### config.mk
export PLATFORM = sky130hd
export DESIGN_NAME = block_cipher_pad_unpad_top
export DESIGN_NICKNAME = d
export VERILOG_FILES = /design/src/rtl/bcpu_pkg.sv /design/src/rtl/bcpu_front.sv /design/src/rtl/bcpu_fifo.sv /design/src/rtl/bcpu_back.sv /design/src/rtl/block_cipher_pad_unpad_top.sv
export SDC_FILE = /design/constraint.sdc
export NUM_CORES = 1
export LEC_CHECK = 0
export ABC_CLOCK_PERIOD_IN_PS = 4400
export BUFFER_PORTS_ARGS = -buffer_cell sky130_fd_sc_hd__buf_2
export CORE_ASPECT_RATIO = 0.7
export CORE_MARGIN = 2
export CORE_UTILIZATION = 50
export DETAILED_ROUTE_END_ITERATION = 12
export PLACE_DENSITY = 0.82
export SYNTH_ARGS = -nofsm -noshare
export SYNTH_HDL_FRONTEND = slang
export SYNTH_SLANG_ARGS = --single-unit
### constraint.sdc
create_clock -name clk -period 4.4 [get_ports clk]
set_input_delay 0.22 -clock clk [delete_from_list [all_inputs] [get_ports clk]]
set_output_delay 0.22 -clock clk [all_outputs]
set_load 0.03 [all_outputs]
### src/rtl/bcpu_pkg.sv
// shared types, constants and codes for the block cipher pad and unpad engine
`default_nettype none
package bcpu_pkg;

	localparam int MAX_BLOCK   = 32;
	localparam int LENGTH_BITS = 16;
	localparam int BLK_W       = $clog2(MAX_BLOCK + 1);
	localparam int POS_W       = $clog2(MAX_BLOCK);
	localparam int LEN_W       = LENGTH_BITS;
	localparam int Q_DEPTH     = 2;
	localparam int Q_PTR_W     = $clog2(Q_DEPTH);
	localparam int Q_CNT_W     = $clog2(Q_DEPTH + 1);
	localparam int ADDR_W      = 4;
	localparam int DATA_W      = 32;

	localparam logic [LEN_W-1:0] LEN_MAX = {LEN_W{1'b1}};

	localparam logic [7:0] MARKER_BYTE = 8'h80;
	localparam logic [7:0] ZERO_BYTE   = 8'h00;
	localparam logic [5:0] RUN_MAX     = 6'd63;

	localparam logic CMD_DATA = 1'b0;
	localparam logic CMD_END  = 1'b1;

	localparam logic [1:0] MODE_ZERO   = 2'd0;
	localparam logic [1:0] MODE_MARKER = 2'd1;
	localparam logic [1:0] MODE_PKCS   = 2'd2;
	localparam logic [1:0] MODE_SPARE  = 2'd3;

	localparam logic DIR_PAD   = 1'b0;
	localparam logic DIR_UNPAD = 1'b1;

	localparam logic [1:0] KIND_DATA   = 2'd0;
	localparam logic [1:0] KIND_PAD    = 2'd1;
	localparam logic [1:0] KIND_STATUS = 2'd2;

	localparam logic [1:0] REG_SCHEME    = 2'd0;
	localparam logic [1:0] REG_DIRECTION = 2'd1;
	localparam logic [1:0] REG_BLOCK     = 2'd2;

	localparam logic [5:0] BLOCK_RESET = 6'd16;

	typedef struct packed {
		logic       cmd;
		logic [7:0] data_byte;
	} in_item_t;

	typedef struct packed {
		logic [7:0]       out_byte;
		logic [1:0]       out_kind;
		logic [LEN_W-1:0] total_length;
		logic             ok;
		logic             last;
	} out_item_t;

	typedef struct packed {
		logic [1:0] scheme_mode;
		logic       direction;
		logic [5:0] block_length;
	} cfg_t;

	typedef struct packed {
		logic             is_end;
		logic [7:0]       data_byte;
		logic [BLK_W-1:0] pads;
		logic [7:0]       first_byte;
		logic [7:0]       fill_byte;
		logic [LEN_W-1:0] total;
		logic             ok;
	} job_t;

endpackage
`default_nettype wire

### src/rtl/bcpu_front.sv
// front end: accepts items, tracks message state and classifies each into a job
`default_nettype none
module bcpu_front (
	input  wire logic              clk,
	input  wire logic              arst_n,
	input  wire bcpu_pkg::cfg_t    cfg,
	input  wire logic              in_valid,
	output logic                   in_ready,
	input  wire bcpu_pkg::in_item_t in_item,
	input  wire logic              full,
	output logic                   push,
	output bcpu_pkg::job_t         push_job
);
	import bcpu_pkg::*;

	logic [LEN_W-1:0] count_q;
	logic [POS_W-1:0] pos_q;
	logic             ovf_q;
	logic [LEN_W-1:0] marker_q;
	logic             marker_valid_q;
	logic [7:0]       run_value_q;
	logic [5:0]       run_count_q;

	logic [BLK_W-1:0] blk;
	logic [BLK_W-1:0] pos_w;
	logic [BLK_W-1:0] pos_inc;
	logic             reducing;
	logic [1:0]       mode;
	logic [BLK_W-1:0] pads;
	logic [LEN_W:0]   pad_sum;
	logic             marker_fit;
	logic             pkcs_fit;
	logic [LEN_W-1:0] end_total;
	logic             end_ok;
	logic             accept;
	logic             is_end;

	always_comb begin
		if (cfg.block_length == '0) begin
			blk = BLK_W'(1);
		end else if (cfg.block_length > BLK_W'(MAX_BLOCK)) begin
			blk = BLK_W'(MAX_BLOCK);
		end else begin
			blk = cfg.block_length;
		end
	end

	assign pos_w    = BLK_W'(pos_q);
	assign pos_inc  = pos_w + BLK_W'(1);
	assign reducing = (pos_w >= blk);
	assign mode     = (cfg.scheme_mode == MODE_SPARE) ? MODE_ZERO : cfg.scheme_mode;
	assign in_ready = !reducing && !full;
	assign accept   = in_valid && in_ready;
	assign is_end   = (in_item.cmd == CMD_END);

	assign pads    = (mode == MODE_ZERO && pos_q == '0) ? '0 : (blk - pos_w);
	assign pad_sum = {1'b0, count_q} + (LEN_W+1)'(pads);

	assign marker_fit = ({1'b0, marker_q} + (LEN_W+1)'(blk)) >= {1'b0, count_q};
	assign pkcs_fit   = (run_value_q != ZERO_BYTE) && (run_value_q <= 8'(blk))
		&& (8'(run_count_q) >= run_value_q) && (count_q >= LEN_W'(run_value_q));

	always_comb begin
		end_total = '0;
		end_ok    = 1'b0;
		if (cfg.direction == DIR_PAD) begin
			if (pad_sum > (LEN_W+1)'(LEN_MAX)) begin
				end_total = LEN_MAX;
			end else begin
				end_total = pad_sum[LEN_W-1:0];
				end_ok    = !ovf_q;
			end
		end else if (!ovf_q && pos_q == '0) begin
			if (mode == MODE_ZERO) begin
				end_ok    = 1'b1;
				end_total = count_q;
			end else if (mode == MODE_MARKER) begin
				if (count_q != '0 && marker_valid_q && marker_fit) begin
					end_ok    = 1'b1;
					end_total = marker_q;
				end
			end else begin
				if (count_q != '0 && pkcs_fit) begin
					end_ok    = 1'b1;
					end_total = count_q - LEN_W'(run_value_q);
				end
			end
		end
	end

	always_comb begin
		push_job            = '0;
		push_job.is_end     = is_end;
		push_job.data_byte  = in_item.data_byte;
		push_job.total      = end_total;
		push_job.ok         = end_ok;
		if (cfg.direction == DIR_PAD) begin
			push_job.pads = pads;
			if (mode == MODE_MARKER) begin
				push_job.first_byte = MARKER_BYTE;
				push_job.fill_byte  = ZERO_BYTE;
			end else if (mode == MODE_PKCS) begin
				push_job.first_byte = 8'(pads);
				push_job.fill_byte  = 8'(pads);
			end else begin
				push_job.first_byte = ZERO_BYTE;
				push_job.fill_byte  = ZERO_BYTE;
			end
		end
	end

	assign push = accept;

	always_ff @(posedge clk or negedge arst_n) begin
		if (!arst_n) begin
			count_q        <= '0;
			pos_q          <= '0;
			ovf_q          <= 1'b0;
			marker_q       <= '0;
			marker_valid_q <= 1'b0;
			run_value_q    <= '0;
			run_count_q    <= '0;
		end else if (reducing) begin
			// block length shrank mid message: bring position back into range
			pos_q <= POS_W'(pos_w - blk);
		end else if (accept) begin
			if (is_end) begin
				count_q        <= '0;
				pos_q          <= '0;
				ovf_q          <= 1'b0;
				marker_q       <= '0;
				marker_valid_q <= 1'b0;
				run_value_q    <= '0;
				run_count_q    <= '0;
			end else begin
				if (in_item.data_byte == MARKER_BYTE) begin
					marker_q       <= count_q;
					marker_valid_q <= 1'b1;
				end else if (in_item.data_byte != ZERO_BYTE) begin
					marker_valid_q <= 1'b0;
				end
				if (run_count_q != '0 && in_item.data_byte == run_value_q) begin
					if (run_count_q < RUN_MAX) begin
						run_count_q <= run_count_q + 6'd1;
					end
				end else begin
					run_value_q <= in_item.data_byte;
					run_count_q <= 6'd1;
				end
				if (count_q == LEN_MAX) begin
					ovf_q <= 1'b1;
				end else begin
					count_q <= count_q + LEN_W'(1);
				end
				pos_q <= (pos_inc == blk) ? '0 : POS_W'(pos_inc);
			end
		end
	end

	a_reduce_blocks: assert property (@(posedge clk) disable iff (!arst_n)
		reducing |-> !in_ready)
		else $error("item taken while position out of range");

	a_end_clears: assert property (@(posedge clk) disable iff (!arst_n)
		(accept && is_end) |=> (count_q == '0 && pos_q == '0 && !ovf_q))
		else $error("message state not cleared after end");

endmodule
`default_nettype wire

### src/rtl/bcpu_fifo.sv
// short job queue between front and back
`default_nettype none
module bcpu_fifo (
	input  wire logic           clk,
	input  wire logic           arst_n,
	input  wire logic           push,
	input  wire bcpu_pkg::job_t push_job,
	output logic                full,
	output logic                not_empty,
	input  wire logic           pop,
	output bcpu_pkg::job_t      head
);
	import bcpu_pkg::*;

	job_t               mem_q [Q_DEPTH];
	logic [Q_PTR_W-1:0] wr_ptr_q;
	logic [Q_PTR_W-1:0] rd_ptr_q;
	logic [Q_CNT_W-1:0] count_q;

	assign full      = (count_q == Q_CNT_W'(Q_DEPTH));
	assign not_empty = (count_q != '0);
	assign head      = mem_q[rd_ptr_q];

	always_ff @(posedge clk) begin
		if (push) begin
			mem_q[wr_ptr_q] <= push_job;
		end
	end

	always_ff @(posedge clk or negedge arst_n) begin
		if (!arst_n) begin
			wr_ptr_q <= '0;
			rd_ptr_q <= '0;
			count_q  <= '0;
		end else begin
			if (push) begin
				wr_ptr_q <= (wr_ptr_q == Q_PTR_W'(Q_DEPTH - 1)) ? '0 : wr_ptr_q + Q_PTR_W'(1);
			end
			if (pop) begin
				rd_ptr_q <= (rd_ptr_q == Q_PTR_W'(Q_DEPTH - 1)) ? '0 : rd_ptr_q + Q_PTR_W'(1);
			end
			if (push && !pop) begin
				count_q <= count_q + Q_CNT_W'(1);
			end else if (pop && !push) begin
				count_q <= count_q - Q_CNT_W'(1);
			end
		end
	end

	a_no_overrun: assert property (@(posedge clk) disable iff (!arst_n)
		!(push && full) && !(pop && !not_empty))
		else $error("queue overrun or underrun");

endmodule
`default_nettype wire

### src/rtl/bcpu_back.sv
// back end: turns jobs into echoed bytes, pad bytes and status items
`default_nettype none
module bcpu_back (
	input  wire logic             clk,
	input  wire logic             arst_n,
	input  wire logic             job_valid,
	input  wire bcpu_pkg::job_t   job,
	output logic                  pop,
	output logic                  result_valid,
	input  wire logic             result_ready,
	output bcpu_pkg::out_item_t   result
);
	import bcpu_pkg::*;

	logic [BLK_W-1:0] idx_q;
	logic             valid_q;
	out_item_t        result_q;
	out_item_t        next_item;
	logic             load;
	logic             in_pads;

	assign load    = job_valid && (!valid_q || result_ready);
	assign in_pads = job.is_end && (idx_q != job.pads);
	assign pop     = load && !in_pads;

	always_comb begin
		next_item = '0;
		if (!job.is_end) begin
			next_item.out_byte = job.data_byte;
			next_item.out_kind = KIND_DATA;
		end else if (in_pads) begin
			next_item.out_byte = (idx_q == '0) ? job.first_byte : job.fill_byte;
			next_item.out_kind = KIND_PAD;
		end else begin
			next_item.out_kind     = KIND_STATUS;
			next_item.total_length = job.total;
			next_item.ok           = job.ok;
			next_item.last         = 1'b1;
		end
	end

	always_ff @(posedge clk) begin
		if (load) begin
			result_q <= next_item;
		end
	end

	always_ff @(posedge clk or negedge arst_n) begin
		if (!arst_n) begin
			valid_q <= 1'b0;
			idx_q   <= '0;
		end else begin
			if (load) begin
				valid_q <= 1'b1;
			end else if (result_ready) begin
				valid_q <= 1'b0;
			end
			if (load) begin
				idx_q <= in_pads ? idx_q + BLK_W'(1) : '0;
			end
		end
	end

	assign result_valid = valid_q;
	assign result       = result_q;

	a_last_is_status: assert property (@(posedge clk) disable iff (!arst_n)
		valid_q |-> (result_q.last == (result_q.out_kind == KIND_STATUS)))
		else $error("last flag disagrees with item kind");

endmodule
`default_nettype wire

### src/rtl/block_cipher_pad_unpad_top.sv
// top level: configuration registers, front end, job queue and back end
// an item's result passes the job queue and then the output register
// one data byte per cycle unless the queue or output stalls; an end of message holds
// the back end for pad count plus one items, at most 33, one per cycle while result_ready
// is high; a shorter block length written mid message holds input while the position
// is reduced by one subtraction per cycle; reset clears all message state
`default_nettype none
module block_cipher_pad_unpad_top (
	input  wire logic                          clk,
	input  wire logic                          arst_n,
	input  wire logic                          psel,
	input  wire logic                          penable,
	input  wire logic                          pwrite,
	input  wire logic [bcpu_pkg::ADDR_W-1:0]   paddr,
	input  wire logic [bcpu_pkg::DATA_W-1:0]   pwdata,
	output logic [bcpu_pkg::DATA_W-1:0]        prdata,
	output logic                               pready,
	input  wire logic                          item_valid,
	output logic                               item_ready,
	input  wire bcpu_pkg::in_item_t            item,
	output logic                               result_valid,
	input  wire logic                          result_ready,
	output bcpu_pkg::out_item_t                result
);
	import bcpu_pkg::*;

	cfg_t       cfg_q;
	logic       wr_en;
	logic [1:0] reg_idx;
	logic       q_full;
	logic       q_not_empty;
	logic       q_push;
	logic       q_pop;
	job_t       q_push_job;
	job_t       q_head;

	assign pready  = 1'b1;
	assign reg_idx = paddr[3:2];
	assign wr_en   = psel && penable && pwrite && pready;

	always_ff @(posedge clk or negedge arst_n) begin
		if (!arst_n) begin
			cfg_q.scheme_mode  <= MODE_PKCS;
			cfg_q.direction    <= DIR_PAD;
			cfg_q.block_length <= BLOCK_RESET;
		end else if (wr_en) begin
			unique case (reg_idx)
				REG_SCHEME:    cfg_q.scheme_mode  <= pwdata[1:0];
				REG_DIRECTION: cfg_q.direction    <= pwdata[0];
				REG_BLOCK:     cfg_q.block_length <= pwdata[5:0];
				default: ;
			endcase
		end
	end

	always_comb begin
		unique case (reg_idx)
			REG_SCHEME:    prdata = DATA_W'(cfg_q.scheme_mode);
			REG_DIRECTION: prdata = DATA_W'(cfg_q.direction);
			REG_BLOCK:     prdata = DATA_W'(cfg_q.block_length);
			default:       prdata = '0;
		endcase
	end

	bcpu_front u_front (
		.clk      (clk),
		.arst_n   (arst_n),
		.cfg      (cfg_q),
		.in_valid (item_valid),
		.in_ready (item_ready),
		.in_item  (item),
		.full     (q_full),
		.push     (q_push),
		.push_job (q_push_job)
	);

	bcpu_fifo u_fifo (
		.clk       (clk),
		.arst_n    (arst_n),
		.push      (q_push),
		.push_job  (q_push_job),
		.full      (q_full),
		.not_empty (q_not_empty),
		.pop       (q_pop),
		.head      (q_head)
	);

	bcpu_back u_back (
		.clk          (clk),
		.arst_n       (arst_n),
		.job_valid    (q_not_empty),
		.job          (q_head),
		.pop          (q_pop),
		.result_valid (result_valid),
		.result_ready (result_ready),
		.result       (result)
	);

endmodule
`default_nettype wire

==> results of run 1 <==
==> sequential cells by signal, summed over array words and instances (netlist names) <==
register / flops
u_front.run_value_q: 8
u_front.ovf_q: 1
u_back.result: 27
u_back.result_valid: 1
u_fifo.rd_ptr_q: 1
u_fifo.wr_ptr_q: 1
u_fifo.mem_q: 78
u_fifo.count_q: 2
u_front.marker_valid_q: 1
u_front.pos_q: 5
u_front.marker_q: 16
cfg_q: 9
u_front.run_count_q: 6
u_front.count_q: 16
u_back.idx_q: 6
==> per-stage QoR <==
stage	cell area (um2)	setup WS (ns)	total power, mW	hold WS (ns)
floorplan	11000	0.0495	5.35	-0.0756
global placement	11500	0.0408	6.26	0.432
detailed placement	11500	-0.227	6.38	0.443
CTS	12300	0.000961	8.02	0.00473
global route	12400	-0.146	8.67	0.0171
finish	12400	0.0956	8.19	0.0145
==> placed cells by master, fill, tap and decap left out, types with 9 or more instances in the layout <==
| master | instances |
|---|---|
| edfxtp_1 | 105 |
| nor2_1 | 96 |
| nand2_1 | 71 |
| dfrtp_1 | 70 |
| ha_1 | 68 |
| inv_1 | 67 |
| buf_2 | 58 |
| xnor2_1 | 55 |
| o21ai_0 | 53 |
| a21oi_1 | 45 |
| mux2i_1 | 37 |
| buf_4 | 34 |
| conb_1 | 27 |
| nor3_1 | 21 |
| a22o_1 | 20 |
| nand3_1 | 19 |
| nand2b_1 | 18 |
| clkbuf_16 | 17 |
| nand4_1 | 15 |
| mux2_2 | 15 |
| o21a_1 | 13 |
| and3_1 | 13 |
| nor2b_1 | 13 |
| o22ai_1 | 12 |
| xor2_1 | 11 |
| a31oi_1 | 11 |
| a21o_1 | 10 |
| and2_1 | 10 |
| nor4_1 | 10 |
| o21ai_2 | 9 |
==> metal layers <==
layer  vias up  wire length [um]  share of wire [%]
li1       3988                 -                  -
met2       429             12100                 42
met4         0               369                1.3
met1      4128             13100                 46
met3        25              2990                 10
met5         -                 0                  0
==> worst max-delay path, stage by stage, from the launching register on <==
cell and delay [ns]:
dfrtp_1 0.39, nor4_2 0.25, nor2_1 0.07, nor2_2 0.17, ha_2 0.22, inv_2 0.04
fa_2 0.34, nor2b_2 0.15, o31a_1 0.19, o31a_1 0.22, nand3_1 0.11, xnor2_1 0.15
ha_1 0.33, a21oi_2 0.15, o21a_1 0.15, o21ai_2 0.05, a221oi_2 0.20, buf_4 0.18
buf_6 0.10, a211oi_4 0.06, a222oi_1 0.29, o211ai_1 0.20
==> logic make-up after synthesis <==
| group | count (synthesis) |
|---|---|
| AOI/OAI and AO/OA | 246 |
| xor gates and xnor gates | 66 |
| adders and majority gates | 74 |
| buffers and inverters | 137 |
| DFF | 178 |
| muxes | 52 |
| other | 2 |
| and+or+nand+nor | 317 |
==> layout make-up <==
cell class              instances  area share (%)
multi-input cells             782            44.9
flip-flops and latches        178            40.1
repair buffers                100            5.06
clock buffers                  17            3.42
well taps                     282            2.84
inverters                      69            2.08
clock inverters                15            1.59
==> power groups by stage <==
stage	clock, mW	sequential, mW	combinational (mW)
floorplan	0	2.79	2.57
global placement	0	2.68	3.58
detailed placement	0	2.71	3.66
CTS	1.59	2.68	3.74
global route	1.66	2.74	4.27
finish	1.58	2.69	3.92
==> path summary, 6_finish.rpt <==
path / startpoint / endpoint / cells after the start
max in group asynchronous: arst_n / u_fifo.rd_ptr_q / 2
worst min-delay path: pwdata[1] / cfg_q[8] / 3
worst max register to register: cfg_q[3] / u_fifo.mem_q[1][12] / 21
worst min register to register: u_back.result_valid / u_back.result_valid / 2
min in group asynchronous: arst_n / u_front.pos_q[1] / 2
worst max-delay path: cfg_q[3] / u_fifo.mem_q[1][12] / 21
==> repair_timing <==
action,4_1_cts,5_1_grt
resized for setup,18,32
setup endpoints to repair,30,34
buffers inserted,1,2
hold buffers,5,0
endpoints found under the hold margin,75,0
pin swaps,18,16
==> impl_metrics.csv, run 1 <==
group,metric,value,unit
synthesis,yosys-top-cells-count,"105 x edfxtp_1, 99 x nor2_1, 71 x dfrtp_1, 71 x nand2_1, 69 x ha_1",
floorplan,dieArea,0.0231,mm2
place,port-buffer-count,59,
floorplan,pin_count,115,
clocking,cts.clk_slew.worst_paths,0.08,ns
synthesis,synth_top_area_share,28.8,%
finish,n_fill_cell,1689,
setup_path,cp-start-kind,"register",
global_routing,antenna_found_initial,0,
synthesis,yosys.area_share.adder,8.80,%
global_routing,gr-total-overflow,0,
clocking,clockRootBuffer,"clkbuf_16",
route,route.detailed.drc,0,
route,totalWireLength,28600,um
floorplan,initial_core_util,50.7,%
setup_path,cp.arrival,4.46,ns
synthesis,synth_mux_area_share,4.93,%
global_routing,grt_pass1_wl,44400,um
synthesis,netlist_area,0.0109,mm2
sta,hold_violations,0,
sta,fmax,0.232,GHz
global_routing,use_met3,6.62,%
global_routing,grt_max_degree,74,
route,drt_iter0_markers,1041,
pwr,powerDensity,659,mW/mm2
global_routing,gr-max-usage-layer,"met1",
place,hpwl,20800,um
setup_path,critical_path_peak_fanout,4,
job,maxCapViolCount,0,
synthesis,synth_compound_area_share,14.8,%
finish,instances_no_fill,1443,
clocking,cts_buffers,17,
route,vias,8570,
floorplan,core_area,0.0216,mm2
sta,setup_viol_count_final,0,
synthesis,seq_area_frac_synth,45.5,%
min_path,hold_path.class,"in2reg",
run_status,status,"completed",
route,vias_per_cell,5.94,
setup_path,end_kind,"register",
synthesis,synth_simple_gate_area_share,14.5,%
clocking,clkLatencyLatePin,0.45,ns
clocking,cts.path.max_buffers,2,
route,wire_per_inst,19.8,um
finish,final_core_util,57.7,%
sta,drv_slew,0,
global_routing,grt_use_total,25.0,%
pwr,power.net_switching,3.56,mW
setup_path,cp.required,4.55,ns
synthesis,netlist_top_cells_area,"edfxtp_1 29%, dfrtp_1 16%, ha_1 7.9%, xnor2_1 4.4%, nor2_1 3.4%",
finish,flow.area_growth_from_synthesis,13.6,%
synthesis,synth_top_family_by_area,"compound AO/OA/AOI/OAI gates",
finish,multiInputGateArea,0.00559,mm2
pwr,swShare,43.4,%
place,dp.cells,1403,
setup_path,crit_type,"reg2reg",
sta,rsz0062_at_grt,"true",
global_routing,grt_use_met1,37.1,%
sta,slew_headroom,20.1,%
pwr,intPower,4.63,mW
finish,final_nets,1274,
finish,diodes,0,
sta,finalCritPeriodShare,97.8,%
route,firstDrtPassIters,6,
synthesis,async_reset_ff_share,41.0,%
synthesis,yosysMostFrequentCell,"edfxtp_1",
floorplan,die_h,128,um
pwr,p_leak,5.25,nW
pwr,combPwrFrac,47.8,%
setup_path,reg2reg_slack,0.1,ns
synthesis,yosysTopAreaCell,"edfxtp_1",
global_routing,grtUsageMet2,35.9,%
sta,tightest_slew,1.20,ns
sta,skew,0.0142,ns
global_routing,first_global_vias,8057,
floorplan,die_w,181,um
synthesis,synth_ff_type,"edfxtp_1",
clocking,htreeDepth,4,
finish,drive_gt1_share,16.5,%
synthesis,synth_edf_count,105,
synthesis,ys_types,76,
pwr,clkPwrFrac,19.3,%
route,drtAntennaViolNets,0,
sta,finalSetupTns,0,ns
sta,period_minus_slack,4.30,ns
synthesis,syn_area_per_cell,10.2,um2
synthesis,synth-xor-area-share,5.28,%
synthesis,synth_warnings,0,
clocking,cts_tree,"done",
synthesis,synthCells,1072,
pwr,p_seq_share,32.9,%
floorplan,rows,45,
finish,seqCellArea,0.00498,mm2
place,gp_congestion,0.927,
clocking,clock-sinks,178,
synthesis,synth_seq_cells,178,
pwr,irDropWorstVdd,0.323,mV
No activity file was read; power rests on OpenSTA's default activity.
==> run 2: changes to the inputs <==
- ABC_CLOCK_PERIOD_IN_PS: 4400 -> 4900
- PLACE_DENSITY: 0.82 -> 0.79
- clock period: 4.4 -> 4.9 ns (I/O delays scaled with it)
==> run 2 against run 1 <==
Against the previous run: the flow now finishes with violations (negative hold slack); via count hardly changed; largest cell class unchanged; final cell count down 1.8%; combinational power decreased by 15%; maximum frequency is 5.9% lower; die area unchanged.
==> impl_metrics.csv, run 2 (same netlist as run 1, synthesis figures left out) <==
group,metric,value,unit
run_status,status,"complete, but fails checks",
run_status,violations,"negative hold slack",
setup_path,cp.required,5.08,ns
sta,fin_hold_ws,-0.0384,ns
floorplan,dieArea,0.0231,mm2
finish,drive_gt1_share,13.0,%
sta,hold_violations,65,
setup_path,cp_slowest_cell,"dfstp_2",
setup_path,worstPathCellList,"nor4_2 -> nor2_1 -> nor2_2 -> inv_1 -> ha_1 -> inv_1 -> fa_1 -> a21o_1 -> a21oi_1 -> xnor2_1 -> nand2_1 -> inv_1 -> ha_1 -> o21a_1 -> o31a_1 -> o31ai_2 -> nor2_1 -> o21ai_0 -> o21ai_0 -> a221o_1",
global_routing,first_global_vias,8101,
pwr,combPwrFrac,46.3,%
route,vias_per_cell,6.05,
global_routing,grt_use_total,24.5,%
finish,largest_register,"u_fifo.mem_q",
global_routing,grt_pass1_wl,44400,um
clocking,cts_tree,"done",
setup_path,reg2reg_slack,0.32,ns
clocking,cts_buffers,17,
floorplan,die_h,128,um
finish,largest_reg_flops,78,
setup_path,critical_path_peak_fanout,7,
floorplan,core_area,0.0216,mm2
job,maxCapViolCount,0,
floorplan,die_w,181,um
pwr,powerDensity,595,mW/mm2
place,gp_congestion,0.955,
finish,final_cell_mix,"105 x edfxtp_1, 97 x nor2_1, 71 x nand2_1",
global_routing,gr-total-overflow,0,
setup_path,reg2reg_from,"cfg_q[4]",
sta,period_minus_slack,4.58,ns
setup_path,cp_common_cell,"inv_1",
sta,slew_headroom,21.4,%
pwr,p_leak,5.07,nW
sta,skew,0.0133,ns
route,firstDrtPassIters,5,
pwr,intPower,4.10,mW
sta,tightest_slew,1.18,ns
sta,finalSetupTns,0,ns
setup_path,crit_type,"reg2reg",
route,drtAntennaViolNets,0,
min_path,hold_path.class,"in2async",
clocking,clockRootBuffer,"clkbuf_16",
clocking,clkLatencyLatePin,0.44,ns
setup_path,reg2reg_depth,20,
setup_path,slowest_delay,0.56,ns
pwr,p_seq_share,33.7,%
setup_path,crit_start,"cfg_q[4]",
route,route.detailed.drc,0,
floorplan,pin_count,115,
clocking,clock-sinks,178,
route,vias,8567,
finish,final_nets,1248,
pwr,swShare,42.9,%
finish,final_core_util,55.9,%
finish,n_fill_cell,1792,
sta,rsz0062_at_grt,"false",
pwr,clkPwrFrac,20.0,%
clocking,htreeDepth,4,
sta,drv_slew,0,
place,port-buffer-count,59,
clocking,cts.clk_slew.worst_paths,0.08,ns
setup_path,end_kind,"register",
finish,mostFrequentLayoutCell,"edfxtp_1",
place,hpwl,20400,um
setup_path,critPathCapture,"u_fifo.mem_q[0][6]",
route,wire_per_inst,19.8,um
pwr,irDropWorstVdd,0.314,mV
finish,diodes,0,
sta,fmax,0.219,GHz
clocking,cts.path.max_buffers,2,
setup_path,cp-start-kind,"register",
global_routing,antenna_found_initial,0,
floorplan,rows,45,
global_routing,grt_max_degree,74,
route,totalWireLength,28000,um
setup_path,cp.arrival,4.75,ns
sta,finalCritPeriodShare,93.4,%
pwr,power.net_switching,3.08,mW
setup_path,r2r_end,"u_fifo.mem_q[0][6]",
floorplan,initial_core_util,50.7,%
clocking,postCtsHoldBufs,0,
sta,setup_viol_count_final,0,
finish,flow.area_growth_from_synthesis,10.2,%
route,drt_iter0_markers,1030,
## run 2: repair_timing
action                                  in CTS  in global routing
gates resized for setup                      0                 13
buffers inserted                             0                  2
endpoints found under the setup margin       0                 32
## run 2: worst max-delay path, delay by kind of cell (launching register included)
family / cells / cell delay, ns
adder cells (fa/ha/maj): 3 / 0.83
buffers and inverters: 3 / 0.23
AO/OA/AOI/OAI: 8 / 1.85
XOR/XNOR: 1 / 0.18
flip-flops: 1 / 0.56
AND/OR/NAND/NOR: 5 / 0.65
## run 2: through the flow
stage,std cells,setup slack (ns),hold WS (ns),area (um2),power [mW]
2_1_floorplan,1097,0.550,-0.0506,11000,4.81
3_3_place_gp,1383,0.314,0.462,11400,5.53
3_5_place_dp,1383,0.131,0.470,11400,5.64
4_1_cts,1415,0.0981,0.00136,12000,7.09
5_1_grt,1417,0.00760,0.0395,12100,7.58
6_report,1417,0.325,-0.0384,12100,7.17
## run 2: layout make-up
class,count,area [um2],area share (%)
Clock buffer,18,439,3.64
Clock inverter,14,180,1.49
Inverter,69,263,2.18
Multi-Input combinational cell,782,5430,45.0
Sequential cell,178,4980,41.3
Tap cell,282,353,2.93
Timing Repair Buffer,74,410,3.40
## run 2: how the worst min path moves through the flow
stage | end | depth (start not counted)
after floorplan | cfg_q[0] | 0
after global placement | cfg_q[5] | 1
after detailed placement | cfg_q[2] | 1
after CTS | cfg_q[2] | 1
after global routing | cfg_q[4] | 2
final | cfg_q[5] | 1
## run 2: power groups by stage
stage          sequential, mW  clock (mW)  combinational (mW)
6_report                 2.42        1.43                3.32
5_1_grt                  2.45        1.50                3.63
4_1_cts                  2.40        1.44                3.25
3_5_place_dp             2.43           0                3.21
3_3_place_gp             2.41           0                3.12
2_1_floorplan            2.50           0                2.30
## run 2: layer usage
| metal | wire, um | up-vias | global-route usage, % |
|---|---|---|---|
| met5 | 0 | - | 0 |
| met4 | 413 | 0 | 6.40 |
| met3 | 2570 | 42 | 5.23 |
| met2 | 11900 | 402 | 36.5 |
| met1 | 13100 | 4169 | 36.4 |
| li1 | - | 3954 | - |
==> run 3: changes to the inputs <==
- MAX_ROUTING_LAYER: not set -> met4
- SKIP_LAST_GASP: not set -> 1
==> run 3 against run 2 <==
Against the previous run: the flow still finishes with violations (negative hold slack); non-clock buffer count up 1; via count down 0.27%; clock power up 3%; critical endpoint is now u_fifo.mem_q[0][12]; critical path type unchanged; total power about the same.
==> impl_metrics.csv, run 3 (same netlist as run 1, synthesis figures left out) <==
group,metric,value,unit
clocking,postCtsHoldBufs,0,
floorplan,pin_count,115,
pwr,swShare,42.4,%
clocking,cts_buffers,17,
setup_path,cp.required,5.13,ns
pwr,intPower,4.13,mW
sta,tightest_slew,1.21,ns
sta,fmax,0.215,GHz
finish,largest_reg_flops,78,
global_routing,grt_max_degree,74,
pwr,combPwrFrac,45.7,%
pwr,power.net_switching,3.04,mW
sta,drv_slew,0,
floorplan,initial_core_util,50.7,%
sta,skew,0.0138,ns
route,route.detailed.drc,0,
finish,n_fill_cell,1810,
setup_path,end_kind,"register",
route,vias,8544,
floorplan,die_w,181,um
setup_path,cp.arrival,4.89,ns
setup_path,critical_path_peak_fanout,6,
pwr,p_seq_share,33.9,%
finish,final_cell_mix,"105 x edfxtp_1, 97 x nor2_1, 71 x nand2_1",
min_path,hold_path.class,"in2async",
finish,drive_gt1_share,12.9,%
place,port-buffer-count,59,
route,firstDrtPassIters,5,
job,maxCapViolCount,0,
global_routing,grt_use_total,25.3,%
route,drt_iter0_markers,1113,
clocking,clockRootBuffer,"clkbuf_16",
global_routing,gr-total-overflow,0,
floorplan,die_h,128,um
run_status,status,"complete, but fails checks",
route,wire_per_inst,19.6,um
sta,setup_viol_count_final,0,
clocking,clkLatencyLatePin,0.44,ns
sta,period_minus_slack,4.66,ns
finish,diodes,0,
route,totalWireLength,27800,um
place,pre_cts_slack,0.148,ns
sta,finalSetupTns,0,ns
clocking,htreeDepth,4,
clocking,cts.path.max_buffers,2,
finish,instances_no_fill,1418,
clocking,cts.clk_slew.worst_paths,0.07,ns
finish,mostFrequentLayoutCell,"edfxtp_1",
pwr,p_leak,5.09,nW
pwr,clkPwrFrac,20.4,%
sta,hold_violations,57,
floorplan,rows,45,
place,dp.cells,1382,
finish,flow.area_growth_from_synthesis,10.4,%
place,place_area,0.0114,mm2
place,gp_congestion,0.950,
pwr,total_power,7.18,mW
route,drtAntennaViolNets,0,
run_status,violations,"negative hold slack",
sta,rsz0062_at_grt,"false",
sta,slew_headroom,19.0,%
floorplan,core_area,0.0216,mm2
setup_path,cp-start-kind,"register",
pwr,irDropWorstVdd,0.294,mV
floorplan,dieArea,0.0231,mm2
route,vias_per_cell,6.03,
finish,largest_register,"u_fifo.mem_q",
sta,layout_setup_ws,0.243,ns
sta,finalCritPeriodShare,95.0,%
global_routing,antenna_found_initial,0,
global_routing,first_global_vias,7997,
place,hpwl,20200,um
sta,fin_hold_ws,-0.0276,ns
clocking,clock-sinks,178,
global_routing,grt_pass1_wl,44300,um
clocking,cts_tree,"done",
pwr,powerDensity,594,mW/mm2
finish,final_nets,1249,
finish,final_cell_area,0.0121,mm2
setup_path,crit_type,"reg2reg",
==> run 3: worst paths after layout <==
path	depth (start not counted)	slack (ns)	endpoint	startpoint
setup / recovery	19	0.24	u_fifo.mem_q[0][12]	cfg_q[3]
hold / removal	1	-0.03	u_front.pos_q[1]	arst_n
setup reg to reg	19	0.24	u_fifo.mem_q[0][12]	cfg_q[3]
hold reg to reg	2	0.53	u_front.marker_valid_q	u_front.marker_valid_q
max in group asynchronous	1	4.27	u_fifo.rd_ptr_q	arst_n
min in group clk	3	0.02	cfg_q[5]	pwdata[5]
==> run 3: critical path, cell delays in order, from the launching register on <==
cell and delay [ns]:
dfrtp_1 0.40, nor4_2 0.27, nor2_1 0.08, nor2_2 0.23, ha_2 0.23, inv_1 0.05
fa_1 0.40, nor2b_1 0.16, o31a_1 0.21, o31a_1 0.24, nand3_1 0.11, xnor2_1 0.15
ha_1 0.31, nand4_1 0.15, nor4_1 0.31, a221oi_1 0.12, buf_4 0.18, a211oi_2 0.46
a222oi_1 0.18, o211ai_1 0.20
==> run 3: area by class of cell <==
class	count	area [um2]	area share, %
multi-input combinational	782	5430	45.0
tap	282	353	2.92
timing repair buffer	75	418	3.46
clock inverter	15	208	1.72
clock buffer	17	425	3.52
inverter	69	263	2.18
sequential	178	4980	41.3
==> run 3: per-layer routing <==
layer	GRT usage [%]	up-vias	share of wire (%)
met3	6.25	32	10
li1	-	3952	-
met5	-	-	0
met1	37.1	4144	47
met4	5.17	0	1.1
met2	35.6	416	42
==> run 3: what timing repair did <==
item / CTS / global route
gates resized for setup: 0 / 8
endpoints found under the setup margin: 0 / 34
buffers inserted: 0 / 4
==> run 3: metrics by stage <==
step / util [%] / hold slack (ns)
floorplan: - / -0.0506
global placement: 52.8 / 0.466
detailed placement: 52.8 / 0.466
CTS: 55.7 / 0.00222
global route: 56.0 / 0.0378
finish: 56.0 / -0.0276
==> run 3: power by group through the flow <==
stage | Sequential (mW) | Clock, mW | Combinational, mW
3_3_place_gp | 2.42 | 0 | 3.10
3_5_place_dp | 2.45 | 0 | 3.19
4_1_cts | 2.42 | 1.48 | 3.21
2_1_floorplan | 2.50 | 0 | 2.30
5_1_grt | 2.47 | 1.55 | 3.61
6_report | 2.43 | 1.47 | 3.28
